### src/sv/b2d_pkg.sv
// Shared constants and types for the binary to decimal digit converter.
`default_nettype none

package b2d_pkg;

  // Input width in bits and number of decimal digits kept.
  localparam int WIDTH      = 64;
  localparam int MAX_DIGITS = 20;

  localparam int DIGIT_W  = 4;
  localparam int BCD_W    = DIGIT_W * MAX_DIGITS;
  localparam int BCNT_W   = $clog2(WIDTH);
  localparam int DCNT_W   = $clog2(MAX_DIGITS + 1);
  localparam int IN_TDATA_W  = ((WIDTH + 7) / 8) * 8;
  localparam int OUT_TDATA_W = ((DIGIT_W + 7) / 8) * 8;

  typedef enum logic [1:0] {
    ST_IDLE,
    ST_CONV,
    ST_EMIT
  } state_t;

  // Operands of one shift-add-3 step.
  typedef struct packed {
    logic [BCD_W-1:0] bcd;
    logic             shift_in;
  } step_in_t;

  // Result of one shift-add-3 step; carry is the bit lost off the top digit.
  typedef struct packed {
    logic [BCD_W-1:0] bcd;
    logic             carry;
  } step_out_t;

endpackage

`default_nettype wire

### src/sv/b2d_dabble.sv
// Shift-add-3 step: doubles a BCD word and adds one binary bit.
`default_nettype none

module b2d_dabble (
  input  wire b2d_pkg::step_in_t  step_in,
  output b2d_pkg::step_out_t      step_out
);

  logic [b2d_pkg::BCD_W-1:0] adj;

  // Bump every digit of five or more by three so the shift carries in decimal.
  for (genvar i = 0; i < b2d_pkg::MAX_DIGITS; i++) begin : g_digit
    logic [b2d_pkg::DIGIT_W-1:0] d;
    assign d = step_in.bcd[b2d_pkg::DIGIT_W*i +: b2d_pkg::DIGIT_W];
    assign adj[b2d_pkg::DIGIT_W*i +: b2d_pkg::DIGIT_W] =
      (d >= 4'd5) ? d + 4'd3 : d;
  end

  assign step_out.bcd   = {adj[b2d_pkg::BCD_W-2:0], step_in.shift_in};
  assign step_out.carry = adj[b2d_pkg::BCD_W-1];

endmodule

`default_nettype wire

### src/sv/binary_to_decimal_digits_core.sv
// Binary to decimal converter: one number in, its decimal digits out, most significant first.
// Each transaction on the input carries one unsigned number (low WIDTH bits used). The
// number passes through a shared shift-add-3 unit one bit per cycle; a digit sequencer
// then drops leading zeros and sends the digits one per cycle while the output is not
// stalled, with tlast on the least significant digit. The input is not ready until the
// last digit of a number has been handed to the output register. Zero gives the single
// digit 0. If a number has more than MAX_DIGITS digits, only its low MAX_DIGITS digits
// are sent, leading zeros included.
`default_nettype none

module binary_to_decimal_digits_core (
  input  wire                                 clk,
  input  wire                                 rst,
  input  wire                                 s_axis_tvalid,
  output logic                                s_axis_tready,
  input  wire  [b2d_pkg::IN_TDATA_W-1:0]      s_axis_tdata,   // [63:0] value
  output logic                                m_axis_tvalid,
  input  wire                                 m_axis_tready,
  output logic [b2d_pkg::OUT_TDATA_W-1:0]     m_axis_tdata,   // [3:0] digit, rest zero
  output logic                                m_axis_tlast
);

  b2d_pkg::state_t                 state, state_next;
  logic [b2d_pkg::WIDTH-1:0]       bin, bin_next;
  logic [b2d_pkg::BCD_W-1:0]       bcd, bcd_next;
  logic                            ovf, ovf_next;
  logic                            started, started_next;
  logic [b2d_pkg::BCNT_W-1:0]      bit_cnt, bit_cnt_next;
  logic [b2d_pkg::DCNT_W-1:0]      dig_left, dig_left_next;
  logic                            out_valid, out_valid_next;
  logic [b2d_pkg::DIGIT_W-1:0]     out_digit, out_digit_next;
  logic                            out_last, out_last_next;

  b2d_pkg::step_in_t               step_in;
  b2d_pkg::step_out_t              step_out;
  logic [b2d_pkg::DIGIT_W-1:0]     top_digit;
  logic                            out_free;
  logic                            in_xfer;
  logic                            out_load;

  b2d_dabble u_dabble (
    .step_in  (step_in),
    .step_out (step_out)
  );

  assign step_in.bcd      = bcd;
  assign step_in.shift_in = bin[b2d_pkg::WIDTH-1];

  assign top_digit = bcd[b2d_pkg::BCD_W-1 -: b2d_pkg::DIGIT_W];
  assign out_free  = !out_valid || m_axis_tready;
  assign in_xfer   = s_axis_tvalid && s_axis_tready;

  always_comb begin
    state_next     = state;
    bin_next       = bin;
    bcd_next       = bcd;
    ovf_next       = ovf;
    started_next   = started;
    bit_cnt_next   = bit_cnt;
    dig_left_next  = dig_left;
    out_valid_next = out_valid && !m_axis_tready;
    out_digit_next = out_digit;
    out_last_next  = out_last;
    s_axis_tready  = 1'b0;
    out_load       = 1'b0;

    case (state)
      b2d_pkg::ST_IDLE: begin
        s_axis_tready = 1'b1;
        if (s_axis_tvalid) begin
          bin_next     = s_axis_tdata[b2d_pkg::WIDTH-1:0];
          bcd_next     = '0;
          ovf_next     = 1'b0;
          started_next = 1'b0;
          bit_cnt_next = b2d_pkg::BCNT_W'(b2d_pkg::WIDTH - 1);
          state_next   = b2d_pkg::ST_CONV;
        end
      end
      b2d_pkg::ST_CONV: begin
        bcd_next = step_out.bcd;
        ovf_next = ovf || step_out.carry;
        bin_next = {bin[b2d_pkg::WIDTH-2:0], 1'b0};
        if (bit_cnt == '0) begin
          dig_left_next = b2d_pkg::DCNT_W'(b2d_pkg::MAX_DIGITS);
          state_next    = b2d_pkg::ST_EMIT;
        end else begin
          bit_cnt_next = bit_cnt - 1'b1;
        end
      end
      b2d_pkg::ST_EMIT: begin
        // Drop leading zeros unless the number overflowed the digit store.
        if (!started && !ovf && top_digit == '0 && dig_left != b2d_pkg::DCNT_W'(1)) begin
          bcd_next      = {bcd[b2d_pkg::BCD_W-b2d_pkg::DIGIT_W-1:0], {b2d_pkg::DIGIT_W{1'b0}}};
          dig_left_next = dig_left - 1'b1;
        end else if (out_free) begin
          out_load       = 1'b1;
          out_valid_next = 1'b1;
          out_digit_next = top_digit;
          out_last_next  = (dig_left == b2d_pkg::DCNT_W'(1));
          started_next   = 1'b1;
          bcd_next       = {bcd[b2d_pkg::BCD_W-b2d_pkg::DIGIT_W-1:0], {b2d_pkg::DIGIT_W{1'b0}}};
          dig_left_next  = dig_left - 1'b1;
          if (dig_left == b2d_pkg::DCNT_W'(1)) begin
            state_next = b2d_pkg::ST_IDLE;
          end
        end
      end
      default: begin
        state_next = b2d_pkg::ST_IDLE;
      end
    endcase
  end

  always_ff @(posedge clk) begin
    if (rst) begin
      state     <= b2d_pkg::ST_IDLE;
      out_valid <= 1'b0;
      bit_cnt   <= '0;
      dig_left  <= '0;
      started   <= 1'b0;
      ovf       <= 1'b0;
    end else begin
      state     <= state_next;
      out_valid <= out_valid_next;
      bit_cnt   <= bit_cnt_next;
      dig_left  <= dig_left_next;
      started   <= started_next;
      ovf       <= ovf_next;
    end
  end

  always_ff @(posedge clk) begin
    bin       <= bin_next;
    bcd       <= bcd_next;
    out_digit <= out_digit_next;
    out_last  <= out_last_next;
  end

  assign m_axis_tvalid = out_valid;
  assign m_axis_tdata  = b2d_pkg::OUT_TDATA_W'(out_digit);
  assign m_axis_tlast  = out_last;

`ifndef SYNTH
  a_start_conv: assert property (@(posedge clk) disable iff (rst)
    in_xfer |=> (state == b2d_pkg::ST_CONV) &&
                (bit_cnt == b2d_pkg::BCNT_W'(b2d_pkg::WIDTH - 1)))
    else $error("conversion did not start after input transaction");

  a_last_idle: assert property (@(posedge clk) disable iff (rst)
    out_load && out_last_next |=> state == b2d_pkg::ST_IDLE)
    else $error("sequencer did not return to idle after final digit");

  a_emit_count: assert property (@(posedge clk) disable iff (rst)
    state == b2d_pkg::ST_EMIT |-> dig_left != '0)
    else $error("digit count ran out during emit");

  a_digit_range: assert property (@(posedge clk) disable iff (rst)
    out_load |-> top_digit <= 4'd9)
    else $error("non-decimal digit loaded for output");

  a_load_free: assert property (@(posedge clk) disable iff (rst)
    out_load |-> out_free)
    else $error("output register overwritten while stalled");
`endif

endmodule

`default_nettype wire

### config.mk
export PLATFORM = sky130hd
export DESIGN_NAME = binary_to_decimal_digits_core
export DESIGN_NICKNAME = d
export VERILOG_FILES = /design/src/sv/b2d_pkg.sv /design/src/sv/b2d_dabble.sv /design/src/sv/binary_to_decimal_digits_core.sv
export SDC_FILE = /design/constraint.sdc
export NUM_CORES = 1
export LEC_CHECK = 0
export ABC_AREA = 1
export BUFFER_PORTS_ARGS = -buffer_cell sky130_fd_sc_hd__buf_2
export CORE_MARGIN = 10
export CORE_UTILIZATION = 65
export DETAILED_ROUTE_END_ITERATION = 10
export HOLD_SLACK_MARGIN = 0.03
export PLACE_DENSITY = 0.86
export SLEW_MARGIN = 10
export SYNTH_ARGS = -nofsm -noshare
export SYNTH_HDL_FRONTEND = slang
export SYNTH_SLANG_ARGS = --single-unit
### constraint.sdc
create_clock -name clk -period 8.32 [get_ports clk]
set_input_delay 0.832 -clock clk [delete_from_list [all_inputs] [get_ports clk]]
set_output_delay 0.832 -clock clk [all_outputs]
set_load 0.02 [all_outputs]
==> results of run 1 <==
-- worst reg2reg max path, stage by stage, from the launching register on --
cell     delay (ns)
dfxtp_1        0.33
inv_1          0.13
ha_2           0.21
buf_4          0.55
o21a_2         0.28
buf_4          0.62
nand2_2        0.28
nand2_4        0.17
o21ai_0        0.09
a21oi_1        0.17
-- per-stage QoR --
step                cell area [um^2]  utilization
floorplan                       8975            -
global placement                9422       0.7031
detailed placement              9422       0.7031
CTS                            10030       0.7484
global route                   10030       0.7484
finish                         10030       0.7484
-- cell families after synthesis --
kind of cell	count (synthesis)	share of synthesized area
compound gates	230	0.1393
buf+inv	148	0.06770
other cells	1	0.0004184
fa+ha+maj	50	0.06979
flops	165	0.5349
simple gates	367	0.1674
xor+xnor	21	0.02052
-- cell type report --
cell class,count,area (um^2),area share
well taps,176,220.2,0.02196
clock inverters,15,181.4,0.01809
repair buffers,79,407.9,0.04067
clock buffers,17,425.4,0.04242
flip-flops and latches,165,4795,0.4781
inverters,111,416.7,0.04155
multi-input cells,672,3582,0.3572
-- flip-flops by register name (all words and copies together) (netlist names) --
register / count
bcd: 80
bin: 64
bit_cnt: 6
dig_left: 5
m_axis_tlast: 1
m_axis_tvalid: 1
out_digit: 4
ovf: 1
started: 1
state: 2
-- metal layers --
metal  up-vias  global-route usage
met4         0             0.05855
met1      3211              0.2693
li1       3439                   -
met3        19             0.04370
met5         -                   0
met2       252              0.3278
-- cell usage after synthesis (all sizes together) --
cell type,count,area (um^2)
o211ai,19,142.6
o21a,1,8.760
inv,111,416.7
a21oi,57,296.5
o21ai,125,625.6
dfxtp,16,320.3
nand2,275,1065
nor2,48,192.7
or2,5,31.28
edfxtp,149,4474
xor2,21,183.9
ha,50,625.6
o22ai,28,175.2
clkbuf,8,30.03
nand4,2,12.51
nand3,36,190.2
buf,29,160.2
conb,1,3.750
and3b,1,8.760
-- how the worst max path moves through the flow --
stage,startpoint,endpoint,depth (start not counted)
after floorplan,m_axis_tready,bcd[0]$_DFFE_PP_,5
after global placement,state[1]$_SDFFE_PP0P_,bit_cnt[3]$_SDFFE_PP0P_,9
after detailed placement,state[1]$_SDFFE_PP0P_,bit_cnt[3]$_SDFFE_PP0P_,9
after CTS,state[1]$_SDFFE_PP0P_,bit_cnt[3]$_SDFFE_PP0P_,9
after global routing,state[1]$_SDFFE_PP0P_,bit_cnt[3]$_SDFFE_PP0P_,9
final,state[1]$_SDFFE_PP0P_,bit_cnt[3]$_SDFFE_PP0P_,9
-- power by group --
group | switching [mW] | internal (mW)
registers | 0.242 | 1.44
clock network | 0.364 | 0.457
logic | 0.964 | 0.431
-- layout by cell type (no fill, tap or decap), types with 2 or more instances in the layout --
master     count
nand3_2        2
buf_2         74
nand4_1        2
xor2_1        21
buf_4          5
dfxtp_1       16
nand2_1      267
edfxtp_1     149
inv_2          2
nand2_2        5
o21ai_1       10
ha_1          49
nand3_1       34
or2_2          5
inv_6          5
a21oi_1       56
conb_1         4
nor2_2         2
clkbuf_16     17
nand2_4        3
o22ai_1       28
bufinv_16      2
o211ai_1      19
o21ai_0      115
inv_1        109
inv_8          5
nor2_1        45
==> results.py, run 1 <==
metrics = {
    "setup_path": {
        "endpoint_kind": "flop",
        "required_ns": 8.68,
        "cp_num_buf_inv": 3,
        "cp_max_fo": 73,
        "worstSetupStartpointType": "flop",
        "ff2ff_path_depth": 9,
        "cpMostUsedCell": "buf_4",
        "crit_path_cell_trace": "inv_1 > ha_2 > buf_4 > o21a_2 > buf_4 > nand2_2 > nand2_4 > o21ai_0 > a21oi_1",
        "cp_top_family": "buffers and inverters",
        "arrival_ns": 3.26,
        "reg2reg_from": "state[1]$_SDFFE_PP0P_",
        "critical_path_class": "flop to flop",
        "r2r_end": "bit_cnt[3]$_SDFFE_PP0P_",
        "max_stage_delay_ns": 0.62,
        "crit_path_top_delay_cell": "buf_4",
        "regToRegSetupSlack_ns": 5.42,
    },
    "synthesis": {
        "yosysSeqAreaShare": 0.5349,
        "syn_inst": 982,
        "synth_cell_types": 28,
        "ys_ff_latch": 165,
        "syn_area_um2": 8964,
        "synth.avg_cell_area_um2": 9.128,
        "synth-warning-count": 0,
    },
    "global_route": {
        "antenna_found_initial": 0,
        "grtUsageTotal": 0.2029,
        "grt_max_degree": 81,
        "grt_pass1_wl_um": 31400,
        "grt_pass1_vias": 6784,
        "grt-ovfl-total": 0,
    },
    "placed_design": {
        "placed_cells": 1203,
        "io_buffer_count": 74,
        "dp_hpwl_um": 11830,
        "place_ws_ns": 5.423,
        "gp_congestion": 0.8392,
    },
    "timing": {
        "hold_ws_ns": 0.4646,
        "period_share": 0.3488,
        "slew_headroom": 0.2929,
        "fmax_ghz": 0.3446,
        "skew_ns": 0.007689,
        "tightest_slew_ns": 1.061,
        "worst_slack_ns": 5.418,
        "setup_violations": 0,
        "finalHoldViolations": 0,
        "tns_ns": 0,
        "finalCriticalPeriod_ns": 2.902,
        "grt_setup_unrepaired": "false",
        "drv_slew": 0,
    },
    "finish": {
        "n_antenna_cell": 0,
        "instances_no_fill": 1235,
        "layout-drive-gt1-share": 0.1275,
        "finalNetCount": 1164,
        "area_delta_synth_final_pct": 11.88,
        "fill_cells": 891,
    },
    "hold_path": {
        "hold_depth": 2,
        "min_path_type": "flop to flop",
        "hold_start": "started$_SDFFE_PP0P_",
        "hold_end": "started$_SDFFE_PP0P_",
    },
    "routing": {
        "viasPerCell": 5.604,
        "ant_nets": 0,
        "wl_per_cell_um": 15.11,
        "wl_met2_um": 8959,
        "wl_met3_um": 1304,
        "drt_iter0_markers": 684,
        "detail_route.wirelength_um": 18660,
        "met1_length_um": 8184,
        "vias": 6921,
        "drcViolationCount": 0,
        "drt-pass1-iter-count": 5,
        "top_layer": "met4",
    },
    "cts": {
        "postCtsSetupBuffers": 0,
        "cts_tree": "built",
        "root_buffer": "clkbuf_16",
        "h-tree-depth": 4,
        "clockBufferDepth": 2,
        "clock-sinks": 165,
        "cts_buffers": 17,
        "clk_latency_ns": 0.43,
        "ctsHoldBuffers": 0,
        "clkTransAtPathRegs_ns": 0.07,
        "postCtsResizedCells": 0,
    },
    "die": {
        "die_w_um": 137.4,
        "dieHeight_um": 137.4,
        "initial_utilization": 0.6689,
        "core_area_um2": 13400,
        "die-area_um2": 18890,
        "rows": 42,
        "ioPinCount": 79,
    },
    "power": {
        "total_power_mw": 3.895,
        "irDropWorstVdd_mv": 0.2358,
        "total_leakage_power_nw": 4.258,
        "p_per_area_nw_per_um2": 388.4,
    },
    "status": {
        "status": "finished clean",
    },
    "flow_run": {
        "cap_violations": 0,
    },
}
Note: power is estimated with default switching activity, not from simulation.
==> run 2, diff against run 1 <==
--- a/config.mk
+++ b/config.mk
@@ -5,13 +5,13 @@
 export SDC_FILE = /design/constraint.sdc
 export NUM_CORES = 1
 export LEC_CHECK = 0
-export ABC_AREA = 1
+export ABC_AREA = 0
 export BUFFER_PORTS_ARGS = -buffer_cell sky130_fd_sc_hd__buf_2
 export CORE_MARGIN = 10
-export CORE_UTILIZATION = 65
+export CORE_UTILIZATION = 54
 export DETAILED_ROUTE_END_ITERATION = 10
 export HOLD_SLACK_MARGIN = 0.03
-export PLACE_DENSITY = 0.86
+export PLACE_DENSITY = 0.76
 export SLEW_MARGIN = 10
 export SYNTH_ARGS = -nofsm -noshare
 export SYNTH_HDL_FRONTEND = slang
==> constraint.sdc (replaced) <==
create_clock -name clk -period 2.5 [get_ports clk]
set_input_delay 0.25 -clock clk [delete_from_list [all_inputs] [get_ports clk]]
set_output_delay 0.25 -clock clk [all_outputs]
set_load 0.02 [all_outputs]
==> results.py, run 2 <==
metrics = {
    "status": {
        "status": "finished clean",
    },
    "power": {
        "intPower_mw": 8.279,
        "irDropWorstVdd_mv": 0.6765,
        "power_frac_comb": 0.387,
        "total_leakage_power_nw": 3.878,
        "switching_power_mw": 4.629,
        "p_per_area_nw_per_um2": 1257,
        "total_power_mw": 12.91,
        "swShare": 0.3586,
        "power_frac_seq": 0.400,
        "pwr-share-clk": 0.213,
    },
    "global_route": {
        "grt-ovfl-total": 0,
        "grt_max_degree": 69,
        "antenna_found_initial": 3,
        "grt_pass1_vias": 6602,
        "grtUsageTotal": 0.1748,
        "grt_pass1_wl_um": 31690,
    },
    "finish": {
        "layout-drive-gt1-share": 0.2347,
        "area_delta_synth_final_pct": 15.04,
        "top_regs": "bcd: 80 flops, bin: 64 flops, bit_cnt: 6 flops",
        "post-route-cell-area_um2": 10270,
        "top_register": "bcd",
        "final_cell_mix": "149 x edfxtp_1, 74 x buf_2, 70 x mux2_2, 62 x inv_1, 53 x a21oi_1",
        "multi_input_area_um2": 3786,
        "largest_reg_flops": 80,
        "final_common_cell": "edfxtp_1",
        "finalNetCount": 936,
        "fill_cells": 1190,
        "n_antenna_cell": 0,
        "finish.utilization": 0.6394,
        "regArea_um2": 4795,
    },
    "cts": {
        "clockBufferDepth": 2,
        "postCtsResizedCells": 0,
        "postCtsSetupBuffers": 0,
        "cts_tree": "built",
        "clkTransAtPathRegs_ns": 0.06,
        "root_buffer": "clkbuf_16",
        "ctsHoldBuffers": 0,
        "clock-sinks": 165,
        "clk_latency_ns": 0.43,
        "h-tree-depth": 4,
        "cts_buffers": 17,
    },
    "timing": {
        "hold_ws_ns": 0.06245,
        "tightest_slew_ns": 0.5184,
        "finalCriticalPeriod_ns": 2.286,
        "finalHoldViolations": 0,
        "drv_slew": 0,
        "skew_ns": 0.007447,
        "fmax_ghz": 0.4374,
        "grt_setup_unrepaired": "false",
        "period_share": 0.9145,
        "slew_headroom": 0.6455,
        "setup_violations": 0,
    },
    "synthesis": {
        "ys_ff_latch": 165,
        "synth_top_area_share": 0.5013,
        "syn_area_um2": 8925,
        "syn_inst": 740,
        "synth.avg_cell_area_um2": 12.06,
        "synth.most_common_cell": "edfxtp_1",
        "synth-warning-count": 0,
        "synthArstFlopShare": 0,
        "synth_cell_types": 47,
        "synth_edf_count": 149,
        "synthFlopType": "edfxtp_1",
        "yosysSeqAreaShare": 0.5372,
        "synth_top_cell_by_area": "edfxtp_1",
        "netlist_top_cells_count": "149 x edfxtp_1, 70 x mux2_2, 62 x inv_1",
        "netlist_top_cells_area": "edfxtp_1 50%, mux2_2 8.8%, ha_1 7.0%",
    },
    "setup_path": {
        "max_stage_delay_ns": 0.49,
        "critical_path_class": "flop to flop",
        "cp_max_fo": 28,
        "worstSetupStartpointType": "flop",
        "crit_path_cell_trace": "or4_4 > o31a_4 > nor3b_4 > buf_12",
        "endpoint_kind": "flop",
        "arrival_ns": 2.41,
        "crit_path_top_delay_cell": "edfxtp_1",
        "required_ns": 2.63,
    },
    "flow_run": {
        "cap_violations": 0,
    },
    "routing": {
        "wl_per_cell_um": 18.24,
        "drt_iter0_markers": 423,
        "drt-pass1-iter-count": 4,
        "detail_route.wirelength_um": 19100,
        "viasPerCell": 6.023,
        "drcViolationCount": 0,
        "vias": 6306,
        "ant_nets": 0,
    },
    "placed_design": {
        "placed_area_um2": 9654,
        "gp_congestion": 0.8172,
        "dp_hpwl_um": 12840,
        "io_buffer_count": 74,
    },
    "die": {
        "core_area_um2": 16060,
        "die_w_um": 148.6,
        "rows": 46,
        "initial_utilization": 0.5558,
        "ioPinCount": 79,
        "dieHeight_um": 148.6,
        "die-area_um2": 22070,
    },
    "hold_path": {
        "min_path_type": "input port to flop",
    },
}
==> run 2: changes by cell type after synthesis, moves of 19 or more <==
cell and change:
nand2_1 -240, o21ai_0 -80, mux2_2 +70, inv_1 -48, nand3_1 -31, nor2_1 -29
buf_2 -23, nand2b_1 +21, xnor2_1 +21, o211ai_1 -19
==> run 2: power by group through the flow <==
stage | Sequential (mW) | Clock [mW] | Combinational, mW
finish | 5.17 | 2.74 | 5.00
global route | 5.29 | 2.89 | 5.54
CTS | 5.16 | 2.76 | 4.99
detailed placement | 5.19 | 0 | 4.93
global placement | 5.12 | 0 | 4.58
floorplan | 5.03 | 0 | 3.71
==> run 2: cells by family (layout without fill, tap and decap cells) <==
family | count (synthesis) | in the layout | share of synthesized area
adders and majority gates | 50 | 50 | 0.07010
xor gates and xnor gates | 28 | 28 | 0.02748
other | 1 | 4 | 0.0004202
muxes | 86 | 86 | 0.1063
DFF | 165 | 165 | 0.5372
AOI/OAI and AO/OA | 201 | 201 | 0.1473
buffers and inverters | 95 | 183 | 0.04164
and+or+nand+nor | 114 | 114 | 0.06953
==> run 2: worst paths after layout <==
kind / cells past startpoint / slack [ns] / end / from
min: 2 / 0.06 / started$_SDFFE_PP0P_ / s_axis_tvalid
max reg2reg: 4 / 0.21 / bcd[2]$_DFFE_PP_ / bcd[79]$_DFFE_PP_
min reg2reg: 0 / 0.48 / out_digit[1]$_DFFE_PP_ / bcd[77]$_DFFE_PP_
max: 4 / 0.21 / bcd[2]$_DFFE_PP_ / bcd[79]$_DFFE_PP_
==> run 2: layer usage <==
| layer | part of all wire | track usage | vias to the layer above | wire length, um |
|---|---|---|---|---|
| met4 | 0.012 | 0.05699 | 6 | 238 |
| li1 | - | - | 2966 | - |
| met3 | 0.076 | 0.06584 | 32 | 1444 |
| met2 | 0.50 | 0.2936 | 232 | 9549 |
| met1 | 0.41 | 0.2013 | 3070 | 7821 |
| met5 | 0.0022 | 0 | - | 42 |
==> run 2: layout make-up <==
cell class | count | share of cell area
clock buffer | 19 | 0.04216
clock inverter | 13 | 0.01755
inverter | 62 | 0.02267
multi-input combinational | 483 | 0.3688
sequential | 165 | 0.4670
tap | 216 | 0.02632
timing repair buffer | 89 | 0.05557
==> run 2: critical path: cells and delay by family, from the launching register on <==
family / cells / cell delay, ns
compound gates: 1 / 0.34
simple gates: 2 / 0.88
buf+inv: 1 / 0.25
flops: 1 / 0.49
==> run 2: per-stage QoR <==
stage / TNS [ns] / setup slack (ns) / cells
2_1_floorplan: -99.95 / -1.249 / 743
3_3_place_gp: 0 / 0.2890 / 1015
3_5_place_dp: 0 / 0.2560 / 1015
4_1_cts: 0 / 0.2191 / 1047
5_1_grt: 0 / 0.1650 / 1047
6_report: 0 / 0.2138 / 1047
